[config.mk]
export PLATFORM = sky130hd
export DESIGN_NAME = escape_framed_byte_deframer
export DESIGN_NICKNAME = d
export VERILOG_FILES = /design/src/hw/rtl/efbd_pkg.sv /design/src/hw/rtl/escape_framed_byte_deframer.sv
export SDC_FILE = /design/constraint.sdc
export NUM_CORES = 1
export LEC_CHECK = 0
export BUFFER_PORTS_ARGS = -buffer_cell sky130_fd_sc_hd__buf_2
export CAP_MARGIN = 15
export CORE_MARGIN = 2
export CORE_UTILIZATION = 30
export DETAILED_ROUTE_END_ITERATION = 10
export GPL_ROUTABILITY_DRIVEN = 0
export PLACE_DENSITY_LB_ADDON = 0.08
export RECOVER_POWER = 50
export SYNTH_ARGS = -nofsm -noshare
export SYNTH_HDL_FRONTEND = slang
export SYNTH_SLANG_ARGS = --single-unit
[constraint.sdc]
create_clock -name clk -period 4.3 [get_ports clk]
set_input_delay 0.43 -clock clk [delete_from_list [all_inputs] [get_ports clk]]
set_output_delay 0.43 -clock clk [all_outputs]
set_load 0.005 [all_outputs]
[src/hw/rtl/efbd_pkg.sv]
// ----------------------------------------------------------------------------
// efbd_pkg
// types and constants shared by the escape-framed byte deframer
// ----------------------------------------------------------------------------
`default_nettype none

package efbd_pkg;

    localparam int BYTE_W      = 8;
    localparam int MAXLEN_W    = 7;
    localparam int POS_W       = 6;
    localparam int IN_TDATA_W  = 8;
    localparam int OUT_TDATA_W = 24;
    localparam int APB_ADDR_W  = 4;
    localparam int APB_DATA_W  = 32;

    localparam logic [1:0] REG_ESCAPE_CODE = 2'd0;
    localparam logic [1:0] REG_START_CODE  = 2'd1;
    localparam logic [1:0] REG_END_CODE    = 2'd2;
    localparam logic [1:0] REG_MAX_LENGTH  = 2'd3;

    localparam logic [BYTE_W-1:0]   ESCAPE_CODE_RST = 8'd92;
    localparam logic [BYTE_W-1:0]   START_CODE_RST  = 8'd48;
    localparam logic [BYTE_W-1:0]   END_CODE_RST    = 8'd49;
    localparam logic [MAXLEN_W-1:0] MAX_LENGTH_RST  = 7'd64;

    typedef enum logic [1:0] {
        ST_IDLE = 2'b01,
        ST_READ = 2'b10
    } state_t;

endpackage

`default_nettype wire

[src/hw/rtl/escape_framed_byte_deframer.sv]
// ----------------------------------------------------------------------------
// escape_framed_byte_deframer
// receive-side deframer for escape byte stuffing with a frame buffer memory
// ----------------------------------------------------------------------------
// Bytes from the line arrive as items on the s_ channel, one byte each.
// Data bytes and escaped literal escapes are written into the frame memory
// at the fill count; escape plus start rewinds the count. Escape plus end
// reads the stored frame, cut to max_length, out on the m_ channel as one
// item per byte, with byte_index, frame_length and tlast on the final byte.
// Ordinary bytes are taken every cycle while idle. An end marker that hands
// out L > 0 bytes holds s_tready low while its bytes are read out: the first
// memory read is issued in the cycle that takes the marker, and while the
// receiver takes an item every cycle, one byte per cycle moves from the read
// data register into the output register. When the receiver stalls, the
// readout waits with the output item held; after the last byte is loaded
// the block takes input again even if that item is still waiting. The user
// must write the registers through the APB port only while the block is
// idle; the block itself does not enforce it. Reset clears the escape flag,
// the fill count, the output valid and the registers to their defaults; the
// frame memory is not cleared and needs no clearing pass.
// ----------------------------------------------------------------------------
`default_nettype none

module escape_framed_byte_deframer #(
    parameter int FRAME_DEPTH = 64
) (
    input  wire logic                              clk,
    input  wire logic                              rst_n,
    // apb configuration
    input  wire logic                              psel,
    input  wire logic                              penable,
    input  wire logic                              pwrite,
    input  wire logic [efbd_pkg::APB_ADDR_W-1:0]   paddr,
    input  wire logic [efbd_pkg::APB_DATA_W-1:0]   pwdata,
    output logic      [efbd_pkg::APB_DATA_W-1:0]   prdata,
    output logic                                   pready,
    // received bytes
    input  wire logic                              s_tvalid,
    output logic                                   s_tready,
    input  wire logic [efbd_pkg::IN_TDATA_W-1:0]   s_tdata,   // [7:0] rx_byte
    // frame bytes
    output logic                                   m_tvalid,
    input  wire logic                              m_tready,
    output logic      [efbd_pkg::OUT_TDATA_W-1:0]  m_tdata,   // [7:0] frame_byte,
                                                              // [13:8] byte_index,
                                                              // [19:14] frame_length
    output logic                                   m_tlast
);

    import efbd_pkg::*;

    localparam int AW = (FRAME_DEPTH > 1) ? $clog2(FRAME_DEPTH) : 1;
    localparam logic [AW-1:0] FILL_MAX = AW'(FRAME_DEPTH - 1);

    // configuration registers
    logic [BYTE_W-1:0]   escape_code_reg;
    logic [BYTE_W-1:0]   start_code_reg;
    logic [BYTE_W-1:0]   end_code_reg;
    logic [MAXLEN_W-1:0] max_length_reg;

    // control state
    state_t          state_reg, state_next;
    logic            escape_pending_reg;
    logic [AW-1:0]   fill_count_reg;
    logic [AW-1:0]   idx_reg;
    logic [AW-1:0]   len_reg;

    // frame memory
    logic [BYTE_W-1:0] frame_store [FRAME_DEPTH];
    logic [BYTE_W-1:0] rd_data_reg;

    // output register
    logic              m_tvalid_reg;
    logic [BYTE_W-1:0] out_byte_reg;
    logic [AW-1:0]     out_index_reg;
    logic [AW-1:0]     out_length_reg;
    logic              out_last_reg;

    logic            cfg_wr;
    logic            in_acc;
    logic [BYTE_W-1:0] rx_byte;
    logic            is_escape;
    logic            store_en;
    logic            clear_en;
    logic            end_en;
    logic            emit_en;
    logic [AW-1:0]   emit_len;
    logic            out_free;
    logic            load_out;
    logic            rd_last;
    logic            rd_en;
    logic [AW-1:0]   rd_addr;

    // apb
    assign pready = 1'b1;
    assign cfg_wr = psel && penable && pwrite && pready;

    always_comb
    begin
        unique case (paddr[3:2])
            REG_ESCAPE_CODE: prdata = APB_DATA_W'(escape_code_reg);
            REG_START_CODE:  prdata = APB_DATA_W'(start_code_reg);
            REG_END_CODE:    prdata = APB_DATA_W'(end_code_reg);
            REG_MAX_LENGTH:  prdata = APB_DATA_W'(max_length_reg);
            default:         prdata = '0;
        endcase
    end

    always_ff @(posedge clk or negedge rst_n)
    begin
        if (!rst_n)
        begin
            escape_code_reg <= ESCAPE_CODE_RST;
            start_code_reg  <= START_CODE_RST;
            end_code_reg    <= END_CODE_RST;
            max_length_reg  <= MAX_LENGTH_RST;
        end
        else if (cfg_wr)
        begin
            unique case (paddr[3:2])
                REG_ESCAPE_CODE: escape_code_reg <= pwdata[BYTE_W-1:0];
                REG_START_CODE:  start_code_reg  <= pwdata[BYTE_W-1:0];
                REG_END_CODE:    end_code_reg    <= pwdata[BYTE_W-1:0];
                REG_MAX_LENGTH:  max_length_reg  <= pwdata[MAXLEN_W-1:0];
                default:         ;
            endcase
        end
    end

    // byte decode
    assign s_tready  = (state_reg == ST_IDLE);
    assign in_acc    = s_tvalid && s_tready;
    assign rx_byte   = s_tdata[BYTE_W-1:0];
    assign is_escape = (rx_byte == escape_code_reg);

    always_comb
    begin
        store_en = 1'b0;
        clear_en = 1'b0;
        end_en   = 1'b0;
        if (in_acc)
        begin
            priority if (is_escape)
                store_en = escape_pending_reg;
            else if (escape_pending_reg)
            begin
                priority if (rx_byte == start_code_reg)
                    clear_en = 1'b1;
                else if (rx_byte == end_code_reg)
                    end_en = 1'b1;
                else
                    store_en = 1'b1;
            end
            else
                store_en = 1'b1;
        end
    end

    // frame length after truncation
    always_comb
    begin
        if ({{(MAXLEN_W > AW ? MAXLEN_W - AW : 0){1'b0}}, fill_count_reg} >
            MAXLEN_W'(max_length_reg))
            emit_len = max_length_reg[AW-1:0];
        else
            emit_len = fill_count_reg;
    end

    assign emit_en  = end_en && (emit_len != '0);
    assign out_free = !m_tvalid_reg || m_tready;
    assign load_out = (state_reg == ST_READ) && out_free;
    assign rd_last  = (idx_reg == len_reg - AW'(1));
    assign rd_en    = emit_en || (load_out && !rd_last);
    assign rd_addr  = (state_reg == ST_IDLE) ? '0 : idx_reg + AW'(1);

    always_comb
    begin
        state_next = state_reg;
        unique case (state_reg)
            ST_IDLE: if (emit_en) state_next = ST_READ;
            ST_READ: if (load_out && rd_last) state_next = ST_IDLE;
            default: state_next = ST_IDLE;
        endcase
    end

    always_ff @(posedge clk or negedge rst_n)
    begin
        if (!rst_n)
        begin
            state_reg          <= ST_IDLE;
            escape_pending_reg <= 1'b0;
            fill_count_reg     <= '0;
            m_tvalid_reg       <= 1'b0;
        end
        else
        begin
            state_reg <= state_next;
            if (in_acc)
                escape_pending_reg <= is_escape && !escape_pending_reg;
            if (clear_en)
                fill_count_reg <= '0;
            else if (store_en && fill_count_reg != FILL_MAX)
                fill_count_reg <= fill_count_reg + AW'(1);
            if (load_out)
                m_tvalid_reg <= 1'b1;
            else if (m_tready)
                m_tvalid_reg <= 1'b0;
        end
    end

    // readout position
    always_ff @(posedge clk)
    begin
        if (emit_en)
        begin
            idx_reg <= '0;
            len_reg <= emit_len;
        end
        else if (load_out)
            idx_reg <= idx_reg + AW'(1);
        if (load_out)
        begin
            out_byte_reg   <= rd_data_reg;
            out_index_reg  <= idx_reg;
            out_length_reg <= len_reg;
            out_last_reg   <= rd_last;
        end
    end

    // frame memory, one write and one registered read port
    always_ff @(posedge clk)
    begin
        if (store_en)
            frame_store[fill_count_reg] <= rx_byte;
        if (rd_en)
            rd_data_reg <= frame_store[rd_addr];
    end

    assign m_tvalid = m_tvalid_reg;
    assign m_tlast  = out_last_reg;
    assign m_tdata  = {4'b0000, POS_W'(out_length_reg), POS_W'(out_index_reg), out_byte_reg};

    // checks
    a_fill_bound: assert property (@(posedge clk) disable iff (!rst_n)
        fill_count_reg <= FILL_MAX)
        else $error("fill count beyond frame depth");

    a_read_len: assert property (@(posedge clk) disable iff (!rst_n)
        (state_reg == ST_READ) |-> (len_reg != '0) && (idx_reg < len_reg))
        else $error("readout position outside frame");

    a_no_store_in_read: assert property (@(posedge clk) disable iff (!rst_n)
        (state_reg == ST_READ) |-> !store_en && !clear_en)
        else $error("frame memory modified during readout");

    a_last_pos: assert property (@(posedge clk) disable iff (!rst_n)
        (m_tvalid && m_tlast) |-> (m_tdata[13:8] + 6'd1 == m_tdata[19:14]))
        else $error("last item not at end of frame");

    a_emit_enters_read: assert property (@(posedge clk) disable iff (!rst_n)
        emit_en |=> (state_reg == ST_READ))
        else $error("end marker did not start readout");

endmodule

`default_nettype wire

==> key figures, run 1 <==
Detailed routing
  • Post-DRT Antenna Nets: 0
  • Drt wl/cell: between 20 and 30 um
  • Routed vias/inst: a little over 5
  • First-pass DRT Iterations: 5
  • Drt total wl: 80,800 um
  • Remaining DRCs: 0
  • First DRT Iteration DRCs: 1,324
  • Vias: 15,511

Placement
  • Dpl hpwl: 50,600 um
  • Inst Count DP: ~2,900
  • Pre-CTS setup slack: between 800 and 900 ps
  • Area after DPL: between 0.02 and 0.03 sq mm
  • IO buf count: 55

Clock network
  • TritonCTS Buffers: 70
  • Max Buffers Root-to-Sink: 3
  • Clk sink count: 594
  • CTS clk-pin slew, worst paths: approximately 60 ps
  • CTS Hold Bufs: 1
  • Buffer count from post-CTS setup fixing: 0
  • Worst-Skew Late Latency: between 600 and 700 ps
  • CTS root buffer: clkbuf_16
  • H-tree depth: 3
  • CTS tree: done
  • Post-cts gate resize count: 0

Floorplan
  • Die area: 0.0864 sq mm
  • Die width: roughly 290 um
  • Core Area: around 0.083 sq mm
  • Starting density of the core: just over 30%
  • Row Count: 106
  • DIE HEIGHT: around 290 um
  • I/O pins: around 110

Yosys
  • Async SR Flop Fraction: approximately 6.9%
  • Yosys reg bits: a little under 600
  • Yosys warning count: 0
  • Seq/Total Area, Yosys: between 60% and 70%
  • Top cells by area, synth: edfxtp_1 (65%), mux2_2 (3.1%), dfrtp_1 (3.0%)
  • Mux cell area share after synthesis: around 7.6%
  • Share of the synthesized area in the top cell type: approximately 65%
  • Combinational family with the most area after synthesis: compound AO/OA/AOI/OAI gates
  • Average cell area after synthesis: roughly 15 sq um
  • Post-synthesis compound-gate area fraction: just over 10%
  • Most frequent cell after synthesis: edfxtp_1
  • Number of distinct library cells after synthesis: 74
  • Number of flops mapped to enable cells by yosys: about 550
  • Commonest cells in the netlist: edfxtp_1 (547), nor2_1 (136), nand2_1 (105)
  • Synthesized cell area: 0.0252 sq mm
  • Post-synthesis adder-cell area fraction: 0.446%
  • Main synth FF type: edfxtp_1
  • Area leader, netlist: edfxtp_1
  • Post-Synth Simple-Gate Area: 7.08%
  • Mapped Cells: between 1,500 and 2,000
  • Post-synthesis xor/xnor area fraction: approximately 1.6%

Finish
  • Largest register FFs: 512
  • Final cell count without fillers: about 3,000
  • Post-route design area: 0.0296 sq mm
  • Area grow syn2layout: 17.3%
  • Nets: approximately 1,900
  • Most flop-heavy register: frame_store
  • # fillers: 8,054
  • Share of cells above drive strength 1: about 20%

Run status
  • Failing checks: capacitance limit, slew limit
  • Outcome: finished, violations left

STA
  • Setup TNS: 0 ps
  • Worst Skew: 26.2 ps
  • Worst-Margin Slew: 3540 ps
  • Slew Limit Fails: about 430
  • Fmax: 298 MHz
  • Slew headroom: -136%
  • Final hold viol count: 0
  • Final WS setup: 950 ps
  • Minimum clock period after layout: ~3400 ps
  • Final setup vio count: 0
  • Unrepaired setup endpoints after global routing: false
  • Crit share post-route: 77.9%

Power
  • VDD IR max: approximately 0.4 mV
  • Power per Cell Area: about 610 mW/mm^2
  • Leakage: about 0.01 uW

Critical path
  • Crit path kind: flop to flop
  • Worst Path Arrival: between 3000 and 4000 ps
  • CP Launch Type: flop
  • Crit. End Element: flop
  • Worst-path maximum fanout: 8
  • CP required: 4660 ps

Job
  • Maximum capacitance violations: 8

GRT
  • Global route hottest layer: met2
  • Gr ovfl total: 0
  • Met2 usage: 30.2%
  • First-pass GRT wire length: 116,000 um
  • GRT Resource Usage Total: between 10% and 20%
  • Initial antenna violation count: 2
  • Routing usage on met1: about a quarter
  • Largest net degree at the start of global routing: between 100 and 150
  • Met3 Resource Use GR: 2.76%
  • Vias in the first global route: between 15,000 and 20,000

Worst hold path
  • Worst hold path class: input pin to flop
worst paths after layout:
kind	from	depth (start not counted)	slack [ps]	endpoint
max	idx_reg[2]	8	950	rd_data_reg[6]
min	pwdata[4]	2	100	escape_code_reg[4]
max reg2reg	idx_reg[2]	8	950	rd_data_reg[6]
min reg2reg	rd_data_reg[2]	0	420	out_byte_reg[2]
max in group asynchronous	rst_n	2	1860	state_reg[1]
min in group asynchronous	rst_n	2	1090	escape_code_reg[5]
per-layer routing:
layer,part of all wire (%),vias up
li1,-,7012
met1,46,8011
met2,47,381
met3,4.0,107
met4,2.7,0
met5,0,-
layout by cell type, fill, tap and decap left out, types with 21 or more instances in the layout:
master,Yosys,layout
nor3_1,28,28
mux2_2,69,69
mux2i_1,63,63
a2bb2oi_1,28,28
clkbuf_16,0,74
o221ai_1,38,38
o211ai_1,23,23
clkbuf_1,53,36
a211oi_1,21,21
o21ai_0,92,92
conb_1,2,29
inv_1,25,23
o22ai_1,30,30
nor2_1,136,135
edfxtp_1,547,547
dfrtp_1,30,30
nand3_1,34,34
a21oi_1,46,46
mux4_2,23,23
a221oi_1,23,23
nand2_1,105,104
buf_2,45,45
xor2_1,25,24
buf_4,35,113
cells by family after synthesis:
kind of cell | after synthesis
adder cells (fa/ha/maj) | 9
buffers and inverters | 170
other | 2
AO/OA/AOI/OAI | 371
multiplexers | 155
XOR/XNOR | 44
AND/OR/NAND/NOR | 388
flip-flops | 594
critical path, stage by stage, from the launching register on:
cell and delay [ps]:
dfxtp_1 570, clkbuf_1 450, nand3_2 150, or3_4 410, a21oi_4 340, nand2_1 270, a211oi_1 520, o21ai_0 180
and4_1 210
cell type report:
cell class	count	area, sq um	share of cell area (%)
Sequential cell	594	17600	59.5
Multi-Input combinational cell	996	6970	23.6
Clock buffer	95	1970	6.66
Tap cell	1080	1350	4.57
Timing Repair Buffer	190	1330	4.49
Clock inverter	33	268	0.905
Inverter	26	100	0.338
Antenna cell	1	2.50	0.00846
per-stage QoR:
| step | hold WS (ps) | util [%] | power, uW |
|---|---|---|---|
| 6_report | 99.0 | 35.5 | 18100 |
| 5_1_grt | 72.8 | 35.5 | 18900 |
| 4_1_cts | 55.7 | 35.5 | 18400 |
| 3_5_place_dp | 406 | 32.8 | 12500 |
| 3_3_place_gp | 402 | 32.8 | 12500 |
| 2_1_floorplan | 134 | - | 10100 |
power breakdown:
part,switching (uW),internal [uW]
Combinational,3580,1790
Sequential,263,6630
Clock,2370,3450
Total,6210,11900
Note: power is estimated with default switching activity, not from simulation.
==> inputs of run 2 (changes only) <==
--- a/config.mk
+++ b/config.mk
@@ -5,6 +5,7 @@
 export SDC_FILE = /design/constraint.sdc
 export NUM_CORES = 1
 export LEC_CHECK = 0
+export ABC_AREA = 1
 export BUFFER_PORTS_ARGS = -buffer_cell sky130_fd_sc_hd__buf_2
 export CAP_MARGIN = 15
 export CORE_MARGIN = 2
==> constraint.sdc (replaced) <==
create_clock -name clk -period 2.75 [get_ports clk]
set_input_delay 0.275 -clock clk [delete_from_list [all_inputs] [get_ports clk]]
set_output_delay 0.275 -clock clk [all_outputs]
set_load 0.005 [all_outputs]
==> run 2 against run 1 <==
Net effect: the flow still finishes with violations (capacitance limit, slew limit); die area increased by 2.5%; sequential share of layout area decreased by 1.9 points; worst setup slack got worse by 800 ps; global-route usage decreased by 1.0 points.
==> key figures, run 2 <==
Finish
  • Nets: 2,625 (+35%)
  • Finished Core Util: 35.8% (+0.35 points)
  • Most frequent cells in the layout: edfxtp_1 (547), nand2_1 (443), nand3_1 (358)
  • Commonest non-fill, non-tap cell in the layout: edfxtp_1
  • Share of cells above drive strength 1: 12.2% (-8.0 points)
  • Area grow syn2layout: 18.0%
  • Post-route design area: 0.0305 sq mm (+3.2%)
  • Most flop-heavy register: frame_store
  • Largest register FFs: 512 (unchanged)

Critical path
  • Number of buffers and inverters on the critical path: 2 (+1)
  • Delay-heaviest family, CP: simple AND/OR/NAND/NOR gates
  • CP required: 3080 ps (-1580 ps)
  • Worst-path maximum fanout: 38 (+30)
  • R2R Setup Slk: 150 ps (-800 ps)
  • CP most frequent cell: nand3_1
  • CP peak stage delay: 570 ps (about the same)
  • CP Launch Type: flop
  • Crit path kind: flop to flop
  • Critical Path, Cell by Cell: nand2_4 -> nand2_8 -> buf_12 -> buf_12 -> nand2_1 -> o211ai_1 -> nand3_1 -> nand3_1 -> nand3_1 -> nand3_1 -> nand2_1
  • Worst Path Arrival: 2920 ps (-790 ps)
  • CP max-delay cell: dfstp_2
  • Crit. End Element: flop

Detailed routing
  • Routed vias/inst: 4.63 (-9.9%)
  • Remaining DRCs: 0 (unchanged)
  • Vias: 17,431 (+12%)
  • First DRT Iteration DRCs: 1,360 (+2.7%)
  • Drt wl/cell: 21.0 um (-22%)
  • Drt total wl: 79,000 um (-2.1%)
  • First-pass DRT Iterations: 5 (unchanged)
  • Post-DRT Antenna Nets: 0 (unchanged)

GRT
  • Initial antenna violation count: 7 (+5)
  • First-pass GRT wire length: 116,000 um (-0.24%)
  • GRT Resource Usage Total: 17.8% (-1.0 points)
  • Largest net degree at the start of global routing: 75 (-37%)
  • Vias in the first global route: 17,410 (+11%)
  • Routing usage on met1: 23.6% (-2.5 points)
  • Met3 Resource Use GR: 2.67% (-0.088 points)
  • Gr ovfl total: 0 (unchanged)
  • Met2 usage: 29.8% (-0.39 points)
  • Global route hottest layer: met2

STA
  • Worst-Margin Slew: 2120 ps (-1410 ps)
  • Worst Skew: 27.6 ps (+1.39 ps)
  • Unrepaired setup endpoints after global routing: true
  • Slew headroom: -41.4% (+94 points)
  • Final hold viol count: 0 (unchanged)
  • Slew Limit Fails: 353 (-18%)
  • Final hold slack: 48.1 ps (-50.8 ps)
  • Crit share post-route: 94.4% (+17 points)
  • Fmax: 385 MHz (+29%)
  • Final setup vio count: 0 (unchanged)
  • Setup TNS: 0 ps (unchanged)
  • Minimum clock period after layout: 2600 ps (-754 ps)

Placement
  • Dpl hpwl: 50,400 um (-0.46%)
  • Area after DPL: 0.0284 sq mm (+3.6%)
  • IO buf count: 55 (unchanged)

Clock network
  • Worst-Skew Late Latency: 610 ps (about the same)
  • TritonCTS Buffers: 70 (unchanged)
  • H-tree depth: 3 (unchanged)
  • CTS tree: done
  • Max Buffers Root-to-Sink: 3 (unchanged)
  • CTS clk-pin slew, worst paths: 60 ps (about the same)
  • CTS root buffer: clkbuf_16
  • Clk sink count: 594 (unchanged)

Power
  • Leakage: 0.0123 uW (+23%)
  • Overall Power: 21,200 uW (+17%)
  • VDD IR max: 0.374 mV (-8.7%)
  • Power per Cell Area: 693 mW/mm^2 (+13%)

Yosys
  • Most frequent cell after synthesis: edfxtp_1
  • Seq/Total Area, Yosys: 68.0% (-1.8 points)
  • Share of the synthesized area in the top cell type: 63.5% (-1.6 points)
  • Top cells by area, synth: edfxtp_1 (63%), nand3_1 (6.9%), nand2_1 (6.4%)
  • Synthesized cell area: 0.0259 sq mm (+2.6%)
  • Number of distinct library cells after synthesis: 39 (-47%)
  • Yosys reg bits: 594 (unchanged)
  • Commonest cells in the netlist: edfxtp_1 (547), nand2_1 (444), nand3_1 (358)
  • Number of flops mapped to enable cells by yosys: 547 (unchanged)
  • Average cell area after synthesis: 10.8 sq um (-26%)
  • Mapped Cells: 2,394 (+38%)
  • Async SR Flop Fraction: 6.90% (unchanged)
  • Yosys warning count: 0 (unchanged)
  • Main synth FF type: edfxtp_1
  • Area leader, netlist: edfxtp_1

Floorplan
  • Die area: 0.0886 sq mm (+2.5%)
  • DIE HEIGHT: 298 um (+1.3%)
  • Die width: 298 um (+1.3%)
  • Starting density of the core: 30.3% (+0.10 points)
  • Row Count: 107 (+0.94%)
  • Core Area: 0.0853 sq mm (+2.2%)
  • I/O pins: 111 (unchanged)

Run status
  • Failing checks: capacitance limit, slew limit
  • Outcome: finished, violations left

Job
  • Maximum capacitance violations: 7 (-1)

Worst hold path
  • Worst hold path class: input pin to flop
run 2: changes by cell type in the layout (fill, tap and decap cells not counted), sizes merged, moves of 63 or more:
cell,delta
mux2,-69
mux2i,-63
nand2,+346
inv,+259
nor2,+139
nand3,+326
run 2: path summary, 6_finish.rpt:
path | startpoint | endpoint | depth (start not counted)
min in group asynchronous | rst_n | max_length_reg[0] | 2
max in group asynchronous | rst_n | state_reg[1] | 2
max | state_reg[0] | rd_data_reg[0] | 11
min | pwdata[3] | max_length_reg[3] | 3
max reg2reg | state_reg[0] | rd_data_reg[0] | 11
min reg2reg | rd_data_reg[0] | out_byte_reg[0] | 0
run 2: timing repair:
item                                   in CTS  in global routing
buffers inserted                            0                  0
hold buffers                                7                  0
endpoints found under the hold margin      48                  0
setup endpoints to repair                   0                 12
resized for setup                           0                  2
run 2: cells by family (layout without fill, tap and decap cells):
family	count (synthesis)	in the layout	synth area share [%]
and+or+nand+nor	1115	1115	18.5
xor gates and xnor gates	31	31	1.12
AOI/OAI and AO/OA	216	216	4.89
other	2	31	0.0290
adders and majority gates	9	9	0.435
buffers and inverters	427	622	7.09
DFF	594	594	68.0
run 2: per-layer routing:
| metal | wire length [um] | vias up |
|---|---|---|
| li1 | - | 8421 |
| met1 | 34800 | 8496 |
| met2 | 38500 | 423 |
| met3 | 4050 | 91 |
| met4 | 1760 | 0 |
| met5 | 0 | - |
run 2: through the flow:
step | std cells | worst slack (ps)
floorplan | 2421 | 497
global placement | 3630 | 112
detailed placement | 3630 | 118
CTS | 3760 | 114
global route | 3760 | -7.09
finish | 3762 | 154
run 2: where the power goes:
part	total [uW]	switching [uW]	internal, uW
clock	8830	3650	5180
combinational	1940	1380	563
sequential	10400	159	10200
total	21200	5190	16000
run 2: worst reg2reg max path, cell delays in order (launching register included):
cell      delay (ps)
dfstp_2          570
nand2_4          170
nand2_8          240
buf_12           230
buf_12           250
nand2_1           80
o211ai_1          90
nand3_1          150
nand3_1          100
nand3_1          210
nand3_1          140
nand2_1          110
run 2: final cells by class:
class	instances	area, sq um
clock inverter	28	214
timing repair buffer	214	1710
antenna	2	5.00
clock buffer	95	1930
multi-input combinational	1400	6590
fill	8559	54700
tap	1144	1430
inverter	285	1070
sequential	594	17600
